`config.mk`:
```
export PLATFORM = sky130hd
export DESIGN_NAME = text_line_folder_flat
export DESIGN_NICKNAME = d
export VERILOG_FILES = /design/src/design/tlf_pkg.sv /design/src/design/tlf_stream_if.sv /design/src/design/tlf_word_mem.sv /design/src/design/tlf_fold_ctrl.sv /design/src/design/tlf_emitter.sv /design/src/design/text_line_folder.sv /design/src/flat_wrapper.sv
export SDC_FILE = /design/constraint.sdc
export NUM_CORES = 1
export LEC_CHECK = 0
export BUFFER_PORTS_ARGS = -buffer_cell sky130_fd_sc_hd__buf_4
export CAP_MARGIN = 40
export CORE_ASPECT_RATIO = 1.2
export CORE_MARGIN = 4
export CORE_UTILIZATION = 55
export CTS_CLUSTER_SIZE = 24
export DETAILED_ROUTE_END_ITERATION = 6
export GPL_ROUTABILITY_DRIVEN = 0
export PLACE_DENSITY_LB_ADDON = 0.1
export SYNTH_ARGS = -nofsm -noshare
export SYNTH_HDL_FRONTEND = slang
export SYNTH_SLANG_ARGS = --single-unit
```
`constraint.sdc`:
```
create_clock -name clk -period 2.3 [get_ports clk]
set_input_delay 0.23 -clock clk [delete_from_list [all_inputs] [get_ports clk]]
set_output_delay 0.23 -clock clk [all_outputs]
set_load 0.005 [all_outputs]
```
`src/design/tlf_pkg.sv`:
```
// Shared types and constants of the text line folder.
// No dependencies; imported by tlf_fold_ctrl, tlf_emitter, text_line_folder and tlf_checker.
package tlf_pkg;

	localparam logic [7:0] CH_SPACE   = 8'h20;
	localparam logic [7:0] CH_TAB     = 8'h09;
	localparam logic [7:0] CH_NEWLINE = 8'h0A;

	localparam logic CMD_TEXT  = 1'b0;
	localparam logic CMD_FLUSH = 1'b1;

	// What one request emits besides the buffered word.
	typedef struct packed {
		logic       pre_nl;     // newline ahead of the word
		logic [1:0] post_n;     // bytes after the word, 0..2
		logic [7:0] post0;
		logic [7:0] post1;
		logic       push_late;  // byte goes to the word store once the word is out
		logic [7:0] late_char;
	} tlf_plan_t;

	typedef enum logic [3:0] {
		ST_IDLE = 4'b0001,
		ST_PRE  = 4'b0010,
		ST_WORD = 4'b0100,
		ST_POST = 4'b1000
	} tlf_state_t;

endpackage

```
`src/design/tlf_stream_if.sv`:
```
// Valid/ready channels of the text line folder: text input and folded output.
// No dependencies.
interface tlf_in_if;
	logic       valid;
	logic       ready;
	logic       command;
	logic [7:0] char_in;

	modport source (output valid, output command, output char_in, input ready);
	modport sink (input valid, input command, input char_in, output ready);
endinterface

interface tlf_out_if;
	logic       valid;
	logic       ready;
	logic [7:0] char_out;
	logic       last;

	modport source (output valid, output char_out, output last, input ready);
	modport sink (input valid, input char_out, input last, output ready);
endinterface

```
`src/design/tlf_word_mem.sv`:
```
// Word store of the text line folder: one write port, one registered read port.
// No dependencies.
module tlf_word_mem #(
	parameter int DEPTH = 20,
	parameter int AW    = 5
) (
	input  logic          clk,
	input  logic          we,
	input  logic [AW-1:0] waddr,
	input  logic [7:0]    wdata,
	input  logic          re,
	input  logic [AW-1:0] raddr,
	output logic [7:0]    rdata
);

	logic [7:0] mem [DEPTH];
	logic [7:0] rdata_q;

	always_ff @(posedge clk) begin
		if (we) begin
			mem[waddr] <= wdata;
		end
		if (re) begin
			rdata_q <= mem[raddr];
		end
	end

	assign rdata = rdata_q;

endmodule

```
`src/design/tlf_fold_ctrl.sv`:
```
// Folding decisions: column and word length registers, and the emit plan per request.
// Depends on tlf_pkg.
module tlf_fold_ctrl #(
	parameter int LINE_WIDTH  = 20,
	parameter int TAB_SPACING = 8,
	parameter int AW          = 5,
	parameter int WLW         = 5
) (
	input  logic              clk,
	input  logic              arst_n,
	input  logic              accept,
	input  logic              command,
	input  logic [7:0]        char_in,
	output tlf_pkg::tlf_plan_t plan,
	output logic [WLW-1:0]    word_n,
	output logic              has_emit,
	output logic              we,
	output logic [AW-1:0]     waddr,
	output logic [7:0]        wdata
);
	import tlf_pkg::*;

	localparam int CW = $clog2(LINE_WIDTH + TAB_SPACING + 2);
	// tab stops that an echoed tab can reach (column never past the width there)
	localparam int NTAB = (LINE_WIDTH + TAB_SPACING - 1) / TAB_SPACING;
	localparam logic [CW-1:0]  LW_C   = CW'(LINE_WIDTH);
	localparam logic [CW-1:0]  TS_C   = CW'(TAB_SPACING);
	localparam logic [WLW-1:0] WL_MAX = WLW'(LINE_WIDTH);

	logic [CW-1:0]  column_q, col_nxt, colp, col2, tab_next;
	logic [WLW-1:0] wl_q, wl_nxt;
	logic           is_blank, brk;

	always_comb begin
		colp     = column_q + CW'(1);
		is_blank = char_in inside {CH_SPACE, CH_TAB, CH_NEWLINE};
		brk      = (wl_q != '0) && (column_q > LW_C);
		col2     = brk ? CW'(wl_q) : colp;
		// smallest tab stop at or above col2
		tab_next = CW'(NTAB * TAB_SPACING);
		for (int k = NTAB; k >= 1; k--) begin
			if (CW'(k * TAB_SPACING) >= col2) begin
				tab_next = CW'(k * TAB_SPACING);
			end
		end

		plan           = '0;
		plan.late_char = char_in;
		word_n         = '0;
		col_nxt        = column_q;
		wl_nxt         = wl_q;
		we             = 1'b0;
		waddr          = wl_q[AW-1:0];
		wdata          = char_in;

		if (command == CMD_FLUSH) begin
			word_n  = wl_q;
			col_nxt = '0;
			wl_nxt  = '0;
		end else if (is_blank) begin
			word_n      = wl_q;
			plan.pre_nl = brk;
			wl_nxt      = '0;
			if (col2 <= LW_C) begin
				plan.post_n = 2'd1;
				plan.post0  = char_in;
				if (char_in == CH_TAB) begin
					col_nxt = tab_next;
				end else if (char_in == CH_NEWLINE) begin
					col_nxt = '0;
				end else begin
					col_nxt = col2;
				end
			end else begin
				// past the width: break the line, keep a tab or space as indent
				plan.post0 = CH_NEWLINE;
				if (char_in == CH_TAB) begin
					plan.post_n = 2'd2;
					plan.post1  = CH_TAB;
					col_nxt     = TS_C;
				end else if (char_in == CH_NEWLINE) begin
					plan.post_n = 2'd1;
					col_nxt     = '0;
				end else begin
					plan.post_n = 2'd2;
					plan.post1  = CH_SPACE;
					col_nxt     = CW'(1);
				end
			end
		end else if (colp <= LW_C) begin
			col_nxt = colp;
			if (wl_q < WL_MAX) begin
				we     = 1'b1;
				wl_nxt = wl_q + WLW'(1);
			end
		end else if (wl_q < WL_MAX) begin
			plan.pre_nl = 1'b1;
			we          = 1'b1;
			wl_nxt      = wl_q + WLW'(1);
			col_nxt     = CW'(wl_q) + CW'(1);
		end else begin
			// word fills the line: cut it, byte lands at entry 0 after the read-out
			word_n         = wl_q;
			plan.post_n    = 2'd1;
			plan.post0     = CH_NEWLINE;
			plan.push_late = 1'b1;
			wl_nxt         = WLW'(1);
			col_nxt        = CW'(1);
		end

		has_emit = plan.pre_nl || (word_n != '0) || (plan.post_n != 2'd0);
		we       = we && accept;
	end

	always_ff @(posedge clk or negedge arst_n) begin
		if (!arst_n) begin
			column_q <= '0;
			wl_q     <= '0;
		end else if (accept) begin
			column_q <= col_nxt;
			wl_q     <= wl_nxt;
		end
	end

endmodule

```
`src/design/tlf_emitter.sv`:
```
// Emit sequencer: newline, word read-out from the word store, trailing bytes,
// and the output register. Depends on tlf_pkg.
module tlf_emitter #(
	parameter int AW  = 5,
	parameter int WLW = 5
) (
	input  logic               clk,
	input  logic               arst_n,
	input  logic               start,
	input  tlf_pkg::tlf_plan_t plan,
	input  logic [WLW-1:0]     word_n,
	output logic               idle,
	output logic               rd_en,
	output logic [AW-1:0]      rd_addr,
	input  logic [7:0]         rd_data,
	output logic               late_we,
	output logic [7:0]         late_char,
	output logic               out_valid,
	output logic [7:0]         out_char,
	output logic               out_last,
	input  logic               out_ready
);
	import tlf_pkg::*;

	tlf_state_t     state_q, state_nxt;
	logic [WLW-1:0] word_left_q, rd_left_q;
	logic [AW-1:0]  rd_addr_q;
	logic           rd_avail_q;
	logic [1:0]     post_n_q;
	logic [7:0]     post0_q, post1_q, late_char_q;
	logic           push_late_q;
	logic           out_valid_q, out_last_q;
	logic [7:0]     out_char_q;

	logic       out_free, load, load_word, load_post, finish, ld_last;
	logic [7:0] ld_char;

	always_comb begin
		out_free  = !out_valid_q || out_ready;
		state_nxt = state_q;
		load      = 1'b0;
		load_word = 1'b0;
		load_post = 1'b0;
		finish    = 1'b0;
		ld_char   = post0_q;
		ld_last   = 1'b0;
		rd_en     = 1'b0;
		case (state_q)
			ST_IDLE: begin
				if (start) begin
					if (plan.pre_nl) begin
						state_nxt = ST_PRE;
					end else if (word_n != '0) begin
						state_nxt = ST_WORD;
					end else begin
						state_nxt = ST_POST;
					end
				end
			end
			ST_PRE: begin
				if (out_free) begin
					load    = 1'b1;
					ld_char = CH_NEWLINE;
					ld_last = (word_left_q == '0) && (post_n_q == 2'd0);
					if (word_left_q != '0) begin
						state_nxt = ST_WORD;
					end else if (post_n_q != 2'd0) begin
						state_nxt = ST_POST;
					end else begin
						state_nxt = ST_IDLE;
						finish    = 1'b1;
					end
				end
			end
			ST_WORD: begin
				// keep one read in flight ahead of the output register
				rd_en = (rd_left_q != '0) && (!rd_avail_q || out_free);
				if (rd_avail_q && out_free) begin
					load      = 1'b1;
					load_word = 1'b1;
					ld_char   = rd_data;
					ld_last   = (word_left_q == WLW'(1)) && (post_n_q == 2'd0);
					if (word_left_q == WLW'(1)) begin
						if (post_n_q != 2'd0) begin
							state_nxt = ST_POST;
						end else begin
							state_nxt = ST_IDLE;
							finish    = 1'b1;
						end
					end
				end
			end
			ST_POST: begin
				if (out_free) begin
					load      = 1'b1;
					load_post = 1'b1;
					ld_char   = post0_q;
					ld_last   = (post_n_q == 2'd1);
					if (post_n_q == 2'd1) begin
						state_nxt = ST_IDLE;
						finish    = 1'b1;
					end
				end
			end
			default: begin
				state_nxt = ST_IDLE;
			end
		endcase
	end

	always_ff @(posedge clk or negedge arst_n) begin
		if (!arst_n) begin
			state_q     <= ST_IDLE;
			word_left_q <= '0;
			rd_left_q   <= '0;
			rd_addr_q   <= '0;
			rd_avail_q  <= 1'b0;
			post_n_q    <= 2'd0;
			push_late_q <= 1'b0;
			out_valid_q <= 1'b0;
		end else begin
			state_q <= state_nxt;
			if (state_q == ST_IDLE && start) begin
				word_left_q <= word_n;
				rd_left_q   <= word_n;
				rd_addr_q   <= '0;
				post_n_q    <= plan.post_n;
				push_late_q <= plan.push_late;
			end else begin
				if (rd_en) begin
					rd_left_q <= rd_left_q - WLW'(1);
					rd_addr_q <= rd_addr_q + AW'(1);
				end
				if (load_word) begin
					word_left_q <= word_left_q - WLW'(1);
				end
				if (load_post) begin
					post_n_q <= post_n_q - 2'd1;
				end
			end
			if (rd_en) begin
				rd_avail_q <= 1'b1;
			end else if (load_word) begin
				rd_avail_q <= 1'b0;
			end
			if (load) begin
				out_valid_q <= 1'b1;
			end else if (out_ready) begin
				out_valid_q <= 1'b0;
			end
		end
	end

	always_ff @(posedge clk) begin
		if (state_q == ST_IDLE && start) begin
			post0_q     <= plan.post0;
			post1_q     <= plan.post1;
			late_char_q <= plan.late_char;
		end else if (load_post) begin
			post0_q <= post1_q;
		end
		if (load) begin
			out_char_q <= ld_char;
			out_last_q <= ld_last;
		end
	end

	assign idle      = (state_q == ST_IDLE);
	assign rd_addr   = rd_addr_q;
	assign late_we   = finish && push_late_q;
	assign late_char = late_char_q;
	assign out_valid = out_valid_q;
	assign out_char  = out_char_q;
	assign out_last  = out_last_q;

endmodule

```
`src/design/text_line_folder.sv`:
```
// Top level of the text line folder.
// Depends on tlf_pkg, tlf_stream_if, tlf_word_mem, tlf_fold_ctrl, tlf_emitter.
//
// Folds a byte stream into lines near LINE_WIDTH columns. A request is a
// text byte (command 0) or a flush (command 1) that emits the buffered word
// and returns to the reset state. Each request yields 0 to LINE_WIDTH+2
// output bytes, the final one marked by last. The word lives in a
// LINE_WIDTH-entry store with a registered read, and output runs at one
// byte per cycle while the output side is ready. The input is held off
// while a request's bytes are still being emitted; the last byte may wait
// in the output register while the next request enters.
module text_line_folder #(
	parameter int LINE_WIDTH  = 20,
	parameter int TAB_SPACING = 8
) (
	input logic       clk,
	input logic       arst_n,
	tlf_in_if.sink    text,
	tlf_out_if.source folded
);
	import tlf_pkg::*;

	localparam int AW  = $clog2(LINE_WIDTH);
	localparam int WLW = $clog2(LINE_WIDTH + 1);

	tlf_plan_t      plan;
	logic [WLW-1:0] word_n;
	logic           has_emit, idle, accept;
	logic           ctrl_we, late_we, mem_we, rd_en;
	logic [AW-1:0]  ctrl_waddr, mem_waddr, rd_addr;
	logic [7:0]     ctrl_wdata, late_char, mem_wdata, rd_data;

	assign accept = text.valid && idle;
	assign text.ready = idle;

	tlf_fold_ctrl #(
		.LINE_WIDTH  (LINE_WIDTH),
		.TAB_SPACING (TAB_SPACING),
		.AW          (AW),
		.WLW         (WLW)
	) u_ctrl (
		.clk      (clk),
		.arst_n   (arst_n),
		.accept   (accept),
		.command  (text.command),
		.char_in  (text.char_in),
		.plan     (plan),
		.word_n   (word_n),
		.has_emit (has_emit),
		.we       (ctrl_we),
		.waddr    (ctrl_waddr),
		.wdata    (ctrl_wdata)
	);

	// writes at accept and the deferred write never fall in the same cycle
	assign mem_we    = ctrl_we || late_we;
	assign mem_waddr = late_we ? '0 : ctrl_waddr;
	assign mem_wdata = late_we ? late_char : ctrl_wdata;

	tlf_word_mem #(
		.DEPTH (LINE_WIDTH),
		.AW    (AW)
	) u_mem (
		.clk   (clk),
		.we    (mem_we),
		.waddr (mem_waddr),
		.wdata (mem_wdata),
		.re    (rd_en),
		.raddr (rd_addr),
		.rdata (rd_data)
	);

	tlf_emitter #(
		.AW  (AW),
		.WLW (WLW)
	) u_emit (
		.clk       (clk),
		.arst_n    (arst_n),
		.start     (accept && has_emit),
		.plan      (plan),
		.word_n    (word_n),
		.idle      (idle),
		.rd_en     (rd_en),
		.rd_addr   (rd_addr),
		.rd_data   (rd_data),
		.late_we   (late_we),
		.late_char (late_char),
		.out_valid (folded.valid),
		.out_char  (folded.char_out),
		.out_last  (folded.last),
		.out_ready (folded.ready)
	);

endmodule

```
`src/flat_wrapper.sv`:
```
// flat-port wrapper written by rule: the top's interface ports become plain ports
module text_line_folder_flat import tlf_pkg::*;
#(
	parameter int LINE_WIDTH  = 20,
	parameter int TAB_SPACING = 8
)
  (clk, arst_n, text_valid, text_command, text_char_in, text_ready, folded_valid, folded_char_out, folded_last, folded_ready);
  tlf_in_if text_i ();
  tlf_out_if folded_i ();
  input logic clk;
  input logic arst_n;
  input wire logic [$bits(text_i.valid)-1:0] text_valid;
  input wire logic [$bits(text_i.command)-1:0] text_command;
  input wire logic [$bits(text_i.char_in)-1:0] text_char_in;
  output wire logic [$bits(text_i.ready)-1:0] text_ready;
  output wire logic [$bits(folded_i.valid)-1:0] folded_valid;
  output wire logic [$bits(folded_i.char_out)-1:0] folded_char_out;
  output wire logic [$bits(folded_i.last)-1:0] folded_last;
  input wire logic [$bits(folded_i.ready)-1:0] folded_ready;
  assign text_i.valid = text_valid;
  assign text_i.command = text_command;
  assign text_i.char_in = text_char_in;
  assign text_ready = text_i.ready;
  assign folded_valid = folded_i.valid;
  assign folded_char_out = folded_i.char_out;
  assign folded_last = folded_i.last;
  assign folded_i.ready = folded_ready;
  text_line_folder #(.LINE_WIDTH(LINE_WIDTH), .TAB_SPACING(TAB_SPACING)) u_core (.clk(clk), .arst_n(arst_n), .text(text_i), .folded(folded_i));
endmodule
```
After elaboration in Yosys (flattened, before gate mapping)
Memory sizes are Yosys's and may differ from the RTL's. A register that Yosys moved wholly into a read port is not among the register bits. Index checks and enable logic that the tools add are counted.

Register bits after elaboration: 67. RAM bits: 160. Memories: 1.

Memory list: u_core.u_mem.mem (depth 20, bits a word 8, rd ports 1, clocked after memory_dff 1, wr ports 1, RTL line tlf_word_mem.sv:16) `logic [7:0] mem [DEPTH];`.

$add $sub $neg: 6. $lt $le $gt $ge: 6. Eq/ne operators: 16. Muxes and demuxes: 87. Bitwise logic cells: 1. Reductions and logical operators: 36.

Operators by type and width (number): 5-bit 2-to-1 mux (25); 8-bit 2-to-1 mux (6); 4-bit 2-to-1 mux (11); 1-bit 2-to-1 mux (28); 11-bit 2-to-1 mux (2); 20-bit 2-to-1 mux (1); 5-bit nonzero test (4); 6-bit 2-to-1 mux (3); 8-bit by 4-bit == test with 1-bit output (second input constant) (2); 4-bit one-hot mux with 4 select lines (1); 8-bit one-hot mux with 2 select lines (1); 5-bit by 1-bit adder with 5-bit output (second input constant) (3); 2-bit nonzero test (7); 2-bit != test (second input constant) (6); 5-bit <= comparator (second input constant) (2); 1-bit logical AND (10); 10-bit 2-to-1 mux (1); 5-bit by 1-bit subtractor with 5-bit output (second input constant) (2); 9-bit 2-to-1 mux (1); 8-bit by 6-bit == test with 1-bit output (second input constant) (1); 2-bit 2-to-1 mux (4); 1-bit one-hot mux with 3 select lines (2); 6-bit AND reduction (1); 5-bit by 1-bit == test with 1-bit output (second input constant) (1); 22 further kinds (27).

Logic depth before layout (Yosys ltp)
Gate-level depths: netlist of run 1.

Depth after elaboration: 12. Mapped depth: 10. Gate-level depth less buffers: 8.

Cells and area by module
Synthesis of run 1 repeated with hierarchy kept, for this count alone.

Cell total of the unflattened synthesis: 771. Area total of the unflattened synthesis: 10979.3 um2.

By module, submodules not included: tlf_word_mem (times used 1, cells an instance 308, area each 6562.5 um2, seq. area each 5044.8 um2); tlf_emitter (times used 1, cells an instance 237, area each 2658.8 um2, seq. area each 1592.8 um2); tlf_fold_ctrl (times used 1, cells an instance 209, area each 1579.0 um2, seq. area each 250.2 um2); text_line_folder (times used 1, cells an instance 17, area each 178.9 um2, seq. area each 0.0 um2).

Least setup slack after synthesis of run 1
Ideal clock, no wire load.

Path type: flip-flop to flip-flop. Start point: reg u_core.u_emit.state_q[3]. End point: mem u_core.u_mem.mem[2][0], enable pin. Library setup time: 0.370 ns. Data arrival time: 2.128 ns. Required time: 1.930 ns. Path slack: -0.198 ns. Cell stages (with the launch flop): 7. Path through: dfrtp_1 > nor4b_2 > and3_1 > o21ai_2 > a211oi_4 > nor2_1 > nor2_1.

Longest elaborated chain between the ends: 6. Elaborated cells between the ends (all ways): 12.

RTL lines: start: declaration (RTL line tlf_emitter.sv:25) `tlf_state_t state_q, state_nxt;`; start signal: assignment (RTL line tlf_emitter.sv:122) `state_q <= state_nxt;`; 4-bit == test (tied with other cells) (RTL line tlf_emitter.sv:48) `case (state_q)`; 1-bit one-hot mux with 3 select lines / 1-bit logical AND (equally long branches) (RTL line tlf_emitter.sv:48, text_line_folder.sv:33); 1-bit logical AND, on equally long branches (RTL line tlf_emitter.sv:170, tlf_fold_ctrl.sv:112); 1-bit logical OR (RTL line text_line_folder.sv:56) `assign mem_we = ctrl_we || late_we;`; 1-bit 2-to-1 mux (RTL line tlf_word_mem.sv:20) `if (we) begin`; 1-bit 2-to-1 mux (implied by the code) (RTL line tlf_word_mem.sv:21) `mem[waddr] <= wdata;`; end: declaration (RTL line tlf_word_mem.sv:16).

Several ways; a longest one is shown, not always the timed one.

Worst setup path after layout of run 1
Start point: reg u_core.u_emit.state_q[3]. End point: mem u_core.u_mem.mem[16][3], data pin.

Longest elaborated chain between the ends: 4. Elaborated cells between the ends (all ways): 6.

RTL lines: 4-bit == test (tied with other cells) (RTL line tlf_emitter.sv:48); 1-bit one-hot mux with 3 select lines (*) (RTL line tlf_emitter.sv:48); 1-bit logical AND (*) (RTL line tlf_emitter.sv:170) `assign late_we = finish && push_late_q;`; 8-bit 2-to-1 mux (*) (RTL line text_line_folder.sv:58) `assign mem_wdata = late_we ? late_char : ctrl_wdata;`.

Every way passes the cells marked *; elsewhere a longest branch is shown, timed or not.

==> results of run 1 <==
==> cell type report <==
| cell class | instances | area share |
|---|---|---|
| Clock buffer | 25 | 0.04509 |
| Clock inverter | 17 | 0.01268 |
| Inverter | 19 | 0.005516 |
| Multi-Input combinational cell | 386 | 0.2850 |
| Sequential cell | 229 | 0.5192 |
| Tap cell | 224 | 0.02168 |
| Timing Repair Buffer | 150 | 0.1109 |
==> flip-flops by register name, indices dropped and copies added, names as in the netlist <==
register and flops:
u_core.u_emit.word_left_q 5, u_core.u_mem.rdata 8, u_core.u_emit.out_last 1, u_core.u_emit.out_char 8, u_core.u_emit.post_n_q 2, u_core.u_mem.mem 160
u_core.u_emit.state_q 4, u_core.u_emit.post0_q 8, u_core.u_emit.rd_left_q 5, u_core.u_emit.late_char 8, u_core.u_ctrl.waddr 5, u_core.u_emit.rd_avail_q 1
u_core.u_emit.rd_addr 5, u_core.u_emit.out_valid 1, u_core.u_ctrl.column_q 5, u_core.u_emit.post1_q 2, u_core.u_emit.push_late_q 1
==> what timing repair did <==
item | in CTS | in global routing
setup endpoints to repair | 310 | 346
resized for setup | 19 | 56
buffers inserted | 3 | 12
hold buffers | 6 | 0
pin swaps | 2 | 12
hold endpoints to repair | 38 | 0
cloned | 0 | 17
==> placed cells by master (no fill, tap or decap), types with 4 or more instances in the layout <==
master                          Yosys  final
sky130_fd_sc_hd__dlygate4sd3_1      0      6
sky130_fd_sc_hd__a211oi_1           4      4
sky130_fd_sc_hd__nand2_1           36     34
sky130_fd_sc_hd__nand2b_1           8      8
sky130_fd_sc_hd__clkinv_2           0      7
sky130_fd_sc_hd__buf_4              0    118
sky130_fd_sc_hd__buf_6              2      6
sky130_fd_sc_hd__dfrtp_2            0      4
sky130_fd_sc_hd__a22o_1             9      9
sky130_fd_sc_hd__mux2_4             1     24
sky130_fd_sc_hd__xnor2_1            8      8
sky130_fd_sc_hd__nand3b_1           4      4
sky130_fd_sc_hd__conb_1             1      4
sky130_fd_sc_hd__xor2_1             9      8
sky130_fd_sc_hd__dfrtp_1           33     29
sky130_fd_sc_hd__nor2_1            56     42
sky130_fd_sc_hd__o21ai_0           22     20
sky130_fd_sc_hd__nand3_1           19     15
sky130_fd_sc_hd__clkbuf_16          0     27
sky130_fd_sc_hd__edfxtp_1         195    195
sky130_fd_sc_hd__inv_1             18     16
sky130_fd_sc_hd__mux4_2            48     48
sky130_fd_sc_hd__a21oi_1           24     21
sky130_fd_sc_hd__ha_1              13     12
sky130_fd_sc_hd__mux2_2            17      6
sky130_fd_sc_hd__buf_12             0     16
sky130_fd_sc_hd__nor3_1            12     11
sky130_fd_sc_hd__nor2_4             0      7
sky130_fd_sc_hd__nor2_2             0      7
==> report_power, final <==
part	switching [mW]	total (mW)	internal, mW	leakage, nW
Clock	1.61	3.70	2.09	0.367
Sequential	0.295	5.25	4.95	2.19
Combinational	2.05	4.06	2.01	2.02
Total	3.95	13.0	9.05	4.57
==> per-layer routing <==
layer	up-vias	GRT usage
li1	2896	-
met1	3392	0.3092
met4	0	0.07772
met3	55	0.03005
met5	-	0
met2	303	0.4494
==> logic make-up (layout without fill, tap and decap cells) <==
kind of cell               Yosys count  count (layout)
buffers and inverters               52             211
AOI/OAI and AO/OA                  104             104
other                                1               4
muxes                               67              79
adders and majority gates           13              13
and+or+nand+nor                    169             169
xor gates and xnor gates            17              17
DFF                                229             229
==> critical path, stage by stage (launching register included) <==
cell	delay, ns
sky130_fd_sc_hd__dfrtp_2	0.46
sky130_fd_sc_hd__nor4b_4	0.29
sky130_fd_sc_hd__and4_4	0.28
sky130_fd_sc_hd__o21ai_4	0.07
sky130_fd_sc_hd__a211oi_4	0.28
sky130_fd_sc_hd__buf_12	0.17
sky130_fd_sc_hd__buf_6	0.17
sky130_fd_sc_hd__mux2_4	0.38
==> path summary, 6_finish.rpt <==
path	to	slack [ns]	cells past startpoint
worst max-delay path	u_core.u_mem.mem[16][3]$_DFFE_PP_	-0.08	7
worst min-delay path	u_core.u_emit.state_q[0]$_DFFE_PN1P_	0.03	3
worst max register to register	u_core.u_mem.mem[16][3]$_DFFE_PP_	-0.08	7
worst min register to register	u_core.u_emit.push_late_q$_DFFE_PN0P_	0.51	2
max in group asynchronous	u_core.u_emit.rd_addr[0]$_DFFE_PN0P_	1.72	2
min in group asynchronous	u_core.u_ctrl.waddr[4]$_DFFE_PN0P_	0.20	2
==> metrics.md, run 1 <==
| Metric | Value |
|---|---|
| First-pass iteration count of the detailed router | `5` |
| Worst voltage drop across the vdd grid | `0.0006908 V` |
| Cells after DPL | `970` |
| CTS root buffer | `sky130_fd_sc_hd__clkbuf_16` |
| Initial standard-cell utilization of the core | `0.5600` |
| Worst hold-check slack | `0.02724 ns` |
| Post-route setup TNS | `-8.692 ns` |
| Number of setup violations in the final report | `192` |
| Final Instance Count excl. Fillers | `1,050` |
| Number of antenna violations at the first check in global routing | `0` |
| Cell leakage power | `4.572 nW` |
| Number of remaining DRC errors | `0` |
| Multiplexer fraction of the synthesized cell area | `0.1275` |
| HPWL after detailed placement | `16,820 um` |
| Global-route wire length before repair | `38,710 um` |
| Largest net degree at the start of global routing | `40` |
| Max-cap check violation count | `0` |
| Num Clock Sinks | `229` |
| Worst hold-check path type | `input port to flop` |
| Critical Path Fanout Max | `10` |
| Flip-flop and latch area | `6713 um^2` |
| Cts bufs inserted | `23` |
| Fillcell total | `1,184` |
| Floorplan die height | `157.0 um` |
| Worst hold path startpoint | `text_valid` |
| Post-synth top cells | `sky130_fd_sc_hd__edfxtp_1, sky130_fd_sc_hd__nor2_1, sky130_fd_sc_hd__mux4_2` |
| Mapped Cells | `652` |
| Status | `finished with violations` |
| Share of synthesized cell area in and, or, nand and nor gates | `0.08531` |
| Final worst clock skew | `0.01432 ns` |
| Post-place instance area | `11,460 um^2` |
| Clock network latency to the later pin of the worst-skew pair | `0.53 ns` |
| Nets | `835` |
| Fmax achieved | `420.6 MHz` |
| Worst Path Required | `2.56 ns` |
| Failing checks | `negative setup slack` |
| Post-synthesis async set-or-reset flop share | `0.1485` |
| GR Util All Layers | `0.2456` |
| Largest family of logic cells by synthesized area | `multiplexers` |
| Fraction of synthesized cell area taken by the top area cell type | `0.5753` |
| Kind of capture point of the worst setup path | `flop` |
| Number of levels the H-tree was split into | `1` |
| Fin crit share | `1.034` |
| Syn Std Cell Area | `10,180 um^2` |
| Num rows | `54` |
| IO Port Bufs | `23` |
| Fraction of the mapped netlist area in adder cells | `0.01598` |
| Utilization of the core after routing | `0.7114` |
| Die outline area | `20,760 um^2` |
| Number of max-slew violations in the final report | `0` |
| Fraction of layout cells with a size suffix above 1 | `0.3886` |
| Post-layout instance area | `12,930 um^2` |
| Synthesized-area fraction occupied by ao, oa, aoi and oai cells | `0.07511` |
| Highest routed layer | `met4` |
| N_diodes | `0` |
| Warnings, synthesis | `0` |
| Total via count after detailed routing | `6,646` |
| Ratio of total power to cell area | `1006 nW/um^2` |
| Sum of routed wire length over all layers | `27,190 um` |
| Count of unique library cells instantiated by Yosys | `76` |
| Worst slack, placed | `-0.07692 ns` |
| Path type of the worst setup path | `flop to flop` |
| Post-detailed-route count of antenna-violating nets | `0` |
| Share of synthesized area occupied by flip-flops and latches | `0.6590` |
| Register bit total from synthesis | `229` |
| Worst path arrival time | `2.63 ns` |
| Fraction of synthesized cell area in xor and xnor cells | `0.01463` |
| Top cells by area in the synthesized netlist | `sky130_fd_sc_hd__edfxtp_1, sky130_fd_sc_hd__mux4_2, sky130_fd_sc_hd__dfrtp_1, sky130_fd_sc_hd__nor2_1, sky130_fd_sc_hd__mux2_2` |
| Detailed Route Iter0 Violations | `621` |
| Worst setup margin | `-0.07771 ns` |
| Met3 routed wirelength | `1598 um` |
| Max Buffers Root-to-Sink | `3` |
| Design Power | `13.00 mW` |
| Clk pin slew, worst setup/hold paths | `0.06 ns` |
| IO Count | `24` |
| Dominant cell by count in the synthesized netlist | `sky130_fd_sc_hd__edfxtp_1` |
| Area occupied by multi-input gates | `3685 um^2` |
| Routed length on met2 | `14,470 um` |
| Tightest Pin Transition | `0.6732 ns` |
| Horizontal die dimension | `132.2 um` |
| Area added between synthesis and finish | `27.03%` |
| Per-cell via count in the routed design | `6.330` |
| Met1 layer wirelength in the final routing | `10,330 um` |
| Relative max-transition margin | `0.5512` |
| Cell type with the highest aggregate area in the netlist | `sky130_fd_sc_hd__edfxtp_1` |
| Routed length per instance | `25.90 um` |
| TritonCTS clock tree | `built` |
| Via count of the first global-routing pass | `6,614` |
| Core Region | `18,170 um^2` |
| Number of hold violations in the final report | `0` |
| Period minus WS final | `2.378 ns` |
| Top FF cell, synth | `sky130_fd_sc_hd__edfxtp_1` |
| Startpoint Class | `flop` |
| RSZ-0062 raised after global routing | `true` |
| Post-Synthesis Mean Instance Area | `15.61 um^2` |
| EDFF count, synth | `195` |
| Grt total ovfl | `0` |
| Crit. Startpoint | `u_core.u_emit.state_q[3]$_DFFE_PN0P_` |
| Reg-to-Reg Start | `u_core.u_emit.state_q[3]$_DFFE_PN0P_` |
No activity file was read; power rests on OpenSTA's default activity.
==> run 2, diff against run 1 <==
- PLACE_DENSITY: unset -> 0.84
- PLACE_DENSITY_LB_ADDON: 0.1 -> unset
- SLEW_MARGIN: unset -> 20
- SYNTH_HIERARCHICAL: unset -> 1
==> run 2 against run 1 <==
- critical endpoint is now u_core/u_mem/mem[14][0]$_DFFE_PP_
- sequential cell count increased by 6
- area after synthesis grew 7.9%
- cell area increased by 7.7%
- largest power group unchanged
- largest cell class unchanged
- wire length is 14% higher
- the run still ends with negative setup slack left
- register-to-register slack got worse by 0.49 ns
==> metrics.md, run 2 <==
| Metric | Value |
|---|---|
| Buffers & Inverters on Critical Path | `3 (+1)` |
| Share of synthesized area occupied by flip-flops and latches | `0.6274 (-0.03165)` |
| Grt total ovfl | `0 (unchanged)` |
| Minimum setup slack among reg-to-reg paths | `-0.57 ns (-0.49 ns)` |
| Most frequent CP cell | `sky130_fd_sc_hd__buf_6` |
| Number of antenna violations at the first check in global routing | `0 (unchanged)` |
| Commonest non-fill, non-tap cell in the layout | `sky130_fd_sc_hd__edfxtp_1` |
| Largest net degree at the start of global routing | `35 (-13%)` |
| Sum of routed wire length over all layers | `31,040 um (+14%)` |
| Count of unique library cells instantiated by Yosys | `83 (+9.2%)` |
| Routed length per instance | `25.61 um (-1.1%)` |
| Utilization of the core after routing | `0.7101 (-0.001337)` |
| Num rows | `56 (+3.7%)` |
| Cells after DPL | `1,121 (+16%)` |
| Worst setup path endpoint | `u_core/u_mem/mem[14][0]$_DFFE_PP_` |
| Top FF cell, synth | `sky130_fd_sc_hd__edfxtp_1` |
| CTS root buffer | `sky130_fd_sc_hd__clkbuf_16` |
| Period minus WS final | `2.872 ns (+0.4942 ns)` |
| Number of remaining DRC errors | `0 (unchanged)` |
| Critical path's top delay family | `simple AND/OR/NAND/NOR gates` |
| Cts bufs inserted | `24 (+4.3%)` |
| CP max stage delay | `0.43 ns (-0.03 ns)` |
| RSZ-0062 raised after global routing | `true` |
| Number of max-slew violations in the final report | `0 (unchanged)` |
| Reg2Reg Depth | `10 (+3)` |
| Failing checks | `negative setup slack` |
| Syn Std Cell Area | `10,980 um^2 (+7.9%)` |
| Post-detailed-route count of antenna-violating nets | `0 (unchanged)` |
| TritonCTS clock tree | `built` |
| Instance count on the critical path | `10 (+3)` |
| Initial standard-cell utilization of the core | `0.5596 (about the same)` |
| Number of setup violations in the final report | `376 (+96%)` |
| Reg-to-Reg Start | `u_core/u_emit/state_q[1]$_DFFE_PN0P_` |
| N_diodes | `0 (unchanged)` |
| Cell leakage power | `5.162 nW (+13%)` |
| Floorplan die height | `162.8 um (+3.7%)` |
| Relative max-transition margin | `0.5746 (+0.02336)` |
| Critical Path Fanout Max | `8 (-2)` |
| GR Util All Layers | `0.2507 (+0.005108)` |
| Per-cell via count in the routed design | `6.403 (+1.2%)` |
| Total via count after detailed routing | `7,761 (+17%)` |
| Horizontal die dimension | `137.0 um (+3.6%)` |
| Fraction of synthesized cell area taken by the top area cell type | `0.5497 (-0.02555)` |
| Most flop-heavy register | `u_core/u_mem/mem` |
| Fillcell total | `1,153 (-2.6%)` |
| Nets | `959 (+15%)` |
| Tightest Pin Transition | `0.6381 ns (-0.03504 ns)` |
| Cell chain of the critical path | `buf_6 -> nor4b_4 -> a32oi_2 -> o22ai_2 -> and2_4 -> and2b_2 -> buf_6 -> nand3b_1 -> buf_6 -> nor2_4` |
| Worst slack, placed | `-0.5181 ns (-0.4411 ns)` |
| Startpoint Class | `flop` |
| First-pass iteration count of the detailed router | `5 (unchanged)` |
| IO Port Bufs | `23 (unchanged)` |
| Path type of the worst setup path | `flop to flop` |
| Fraction of layout cells with a size suffix above 1 | `0.3502 (-0.03846)` |
| Largest register FFs | `160 (unchanged)` |
| Kind of capture point of the worst setup path | `flop` |
| Post-route setup TNS | `-115.51 ns (-106.81 ns)` |
| Detailed Route Iter0 Violations | `923 (+49%)` |
| IO Count | `24 (unchanged)` |
| Status | `finished with violations` |
| Global-route wire length before repair | `42,480 um (+9.7%)` |
| Num Clock Sinks | `235 (+2.6%)` |
| Number of hold violations in the final report | `0 (unchanged)` |
| Final Instance Count excl. Fillers | `1,212 (+15%)` |
| Fin crit share | `1.249 (+0.2149)` |
| Max-cap check violation count | `0 (unchanged)` |
| Top cells by area in the synthesized netlist | `sky130_fd_sc_hd__edfxtp_1, sky130_fd_sc_hd__dfrtp_1, sky130_fd_sc_hd__mux4_2, sky130_fd_sc_hd__mux2i_1, sky130_fd_sc_hd__mux4_1` |
| Area added between synthesis and finish | `26.88%` |
| Most frequent cells in the layout | `sky130_fd_sc_hd__edfxtp_1, sky130_fd_sc_hd__buf_4, sky130_fd_sc_hd__nand2_1` |
| Ratio of total power to cell area | `1071 nW/um^2 (+6.5%)` |
| EDFF count, synth | `201 (+3.1%)` |
| FF-to-FF End | `u_core/u_mem/mem[14][0]$_DFFE_PP_` |
| Fmax achieved | `348.2 MHz (-17%)` |
| Post-synthesis async set-or-reset flop share | `0.1447 (-0.003791)` |
| Critical-path cell with the highest stage delay | `sky130_fd_sc_hd__dfrtp_2` |
| Worst Path Required | `2.50 ns (-0.06 ns)` |
| Register bit total from synthesis | `235 (+2.6%)` |
| Worst path arrival time | `3.07 ns (+0.44 ns)` |
| HPWL after detailed placement | `16,930 um (+0.64%)` |
| Final worst clock skew | `0.01625 ns (+0.001938 ns)` |
| Clock network latency to the later pin of the worst-skew pair | `0.53 ns (about the same)` |
| Mapped Cells | `771 (+18%)` |
| Worst hold-check path type | `input port to flop` |
| Worst hold-check slack | `0.01680 ns (-0.01044 ns)` |
| Die outline area | `22,300 um^2 (+7.4%)` |
| Post-Synthesis Mean Instance Area | `14.24 um^2 (-8.8%)` |
| Via count of the first global-routing pass | `7,365 (+11%)` |
| Cell type with the highest aggregate area in the netlist | `sky130_fd_sc_hd__edfxtp_1` |
| Dominant cell by count in the synthesized netlist | `sky130_fd_sc_hd__edfxtp_1` |
| Max Buffers Root-to-Sink | `3 (unchanged)` |
| Crit. Startpoint | `u_core/u_emit/state_q[1]$_DFFE_PN0P_` |
| Worst setup margin | `-0.5719 ns (-0.4942 ns)` |
| Number of levels the H-tree was split into | `1 (unchanged)` |
| Post-synth top cells | `sky130_fd_sc_hd__edfxtp_1, sky130_fd_sc_hd__nand2_1, sky130_fd_sc_hd__nor2_1` |
| Clk pin slew, worst setup/hold paths | `0.07 ns (about the same)` |
| Warnings, synthesis | `6 (+6)` |
| Core Region | `19,620 um^2 (+7.9%)` |
| Worst voltage drop across the vdd grid | `0.0006431 V (-6.9%)` |
## run 2: what timing repair did
item,CTS,global route
resized for setup,50,27
endpoints found under the hold margin,38,0
endpoints found under the setup margin,367,379
setup buffers,13,13
hold buffers,6,0
cloned,6,12
pin swaps,25,20
## run 2: kinds of logic after synthesis
logic type,synth area share
other,0.0003416
and+or+nand+nor,0.1053
adders and majority gates,0.01367
xor gates and xnor gates,0.006382
AOI/OAI and AO/OA,0.08798
DFF,0.6274
muxes,0.1103
buffers and inverters,0.04866
## run 2: worst min-delay path by stage
stage / to / from / slack (ns) / cells past startpoint
after global routing: u_core/u_emit/late_char[5]$_DFFE_PP_ / text_char_in[5] / 0.01 / 2
after global placement: u_core/u_ctrl/column_q[4]$_DFFE_PN0P_ / arst_n / 0.22 / 1
after floorplan: u_core/u_ctrl/column_q[0]$_DFFE_PN0P_ / arst_n / -0.07 / 0
after CTS: u_core/u_emit/late_char[5]$_DFFE_PP_ / text_char_in[5] / 0.009 / 2
final: u_core/u_emit/late_char[5]$_DFFE_PP_ / text_char_in[5] / 0.02 / 2
after detailed placement: u_core/u_ctrl/column_q[4]$_DFFE_PN0P_ / arst_n / 0.22 / 1
## run 2: report_power, final
| group | switching (mW) | internal [mW] | total [mW] |
|---|---|---|---|
| combinational | 2.76 | 2.52 | 5.28 |
| clock | 1.63 | 2.64 | 4.27 |
| sequential | 0.294 | 5.07 | 5.37 |
## run 2: metrics by stage
step	total power, mW	instance area, um^2
6_report	14.92	13930
3_3_place_gp	9.785	12240
2_1_floorplan	8.444	11220
3_5_place_dp	9.933	12240
5_1_grt	15.48	13930
4_1_cts	14.54	13570
## run 2: final cells by class
class,instances,area [um^2],area share
flip-flops and latches,235,6890,0.4946
multi-input cells,471,4144,0.2975
repair buffers,176,1599,0.1148
clock buffers,26,629.4,0.04518
well taps,261,326.6,0.02344
clock inverters,17,236.5,0.01697
inverters,25,101.3,0.007275
repair inverters,1,3.754,0.0002694
## run 2: metal layers
metal  global-route usage  wire length (um)
met1               0.3106             10900
met2               0.4382             15950
met3              0.03677              2348
met4               0.1048              1833
met5                    0                 0
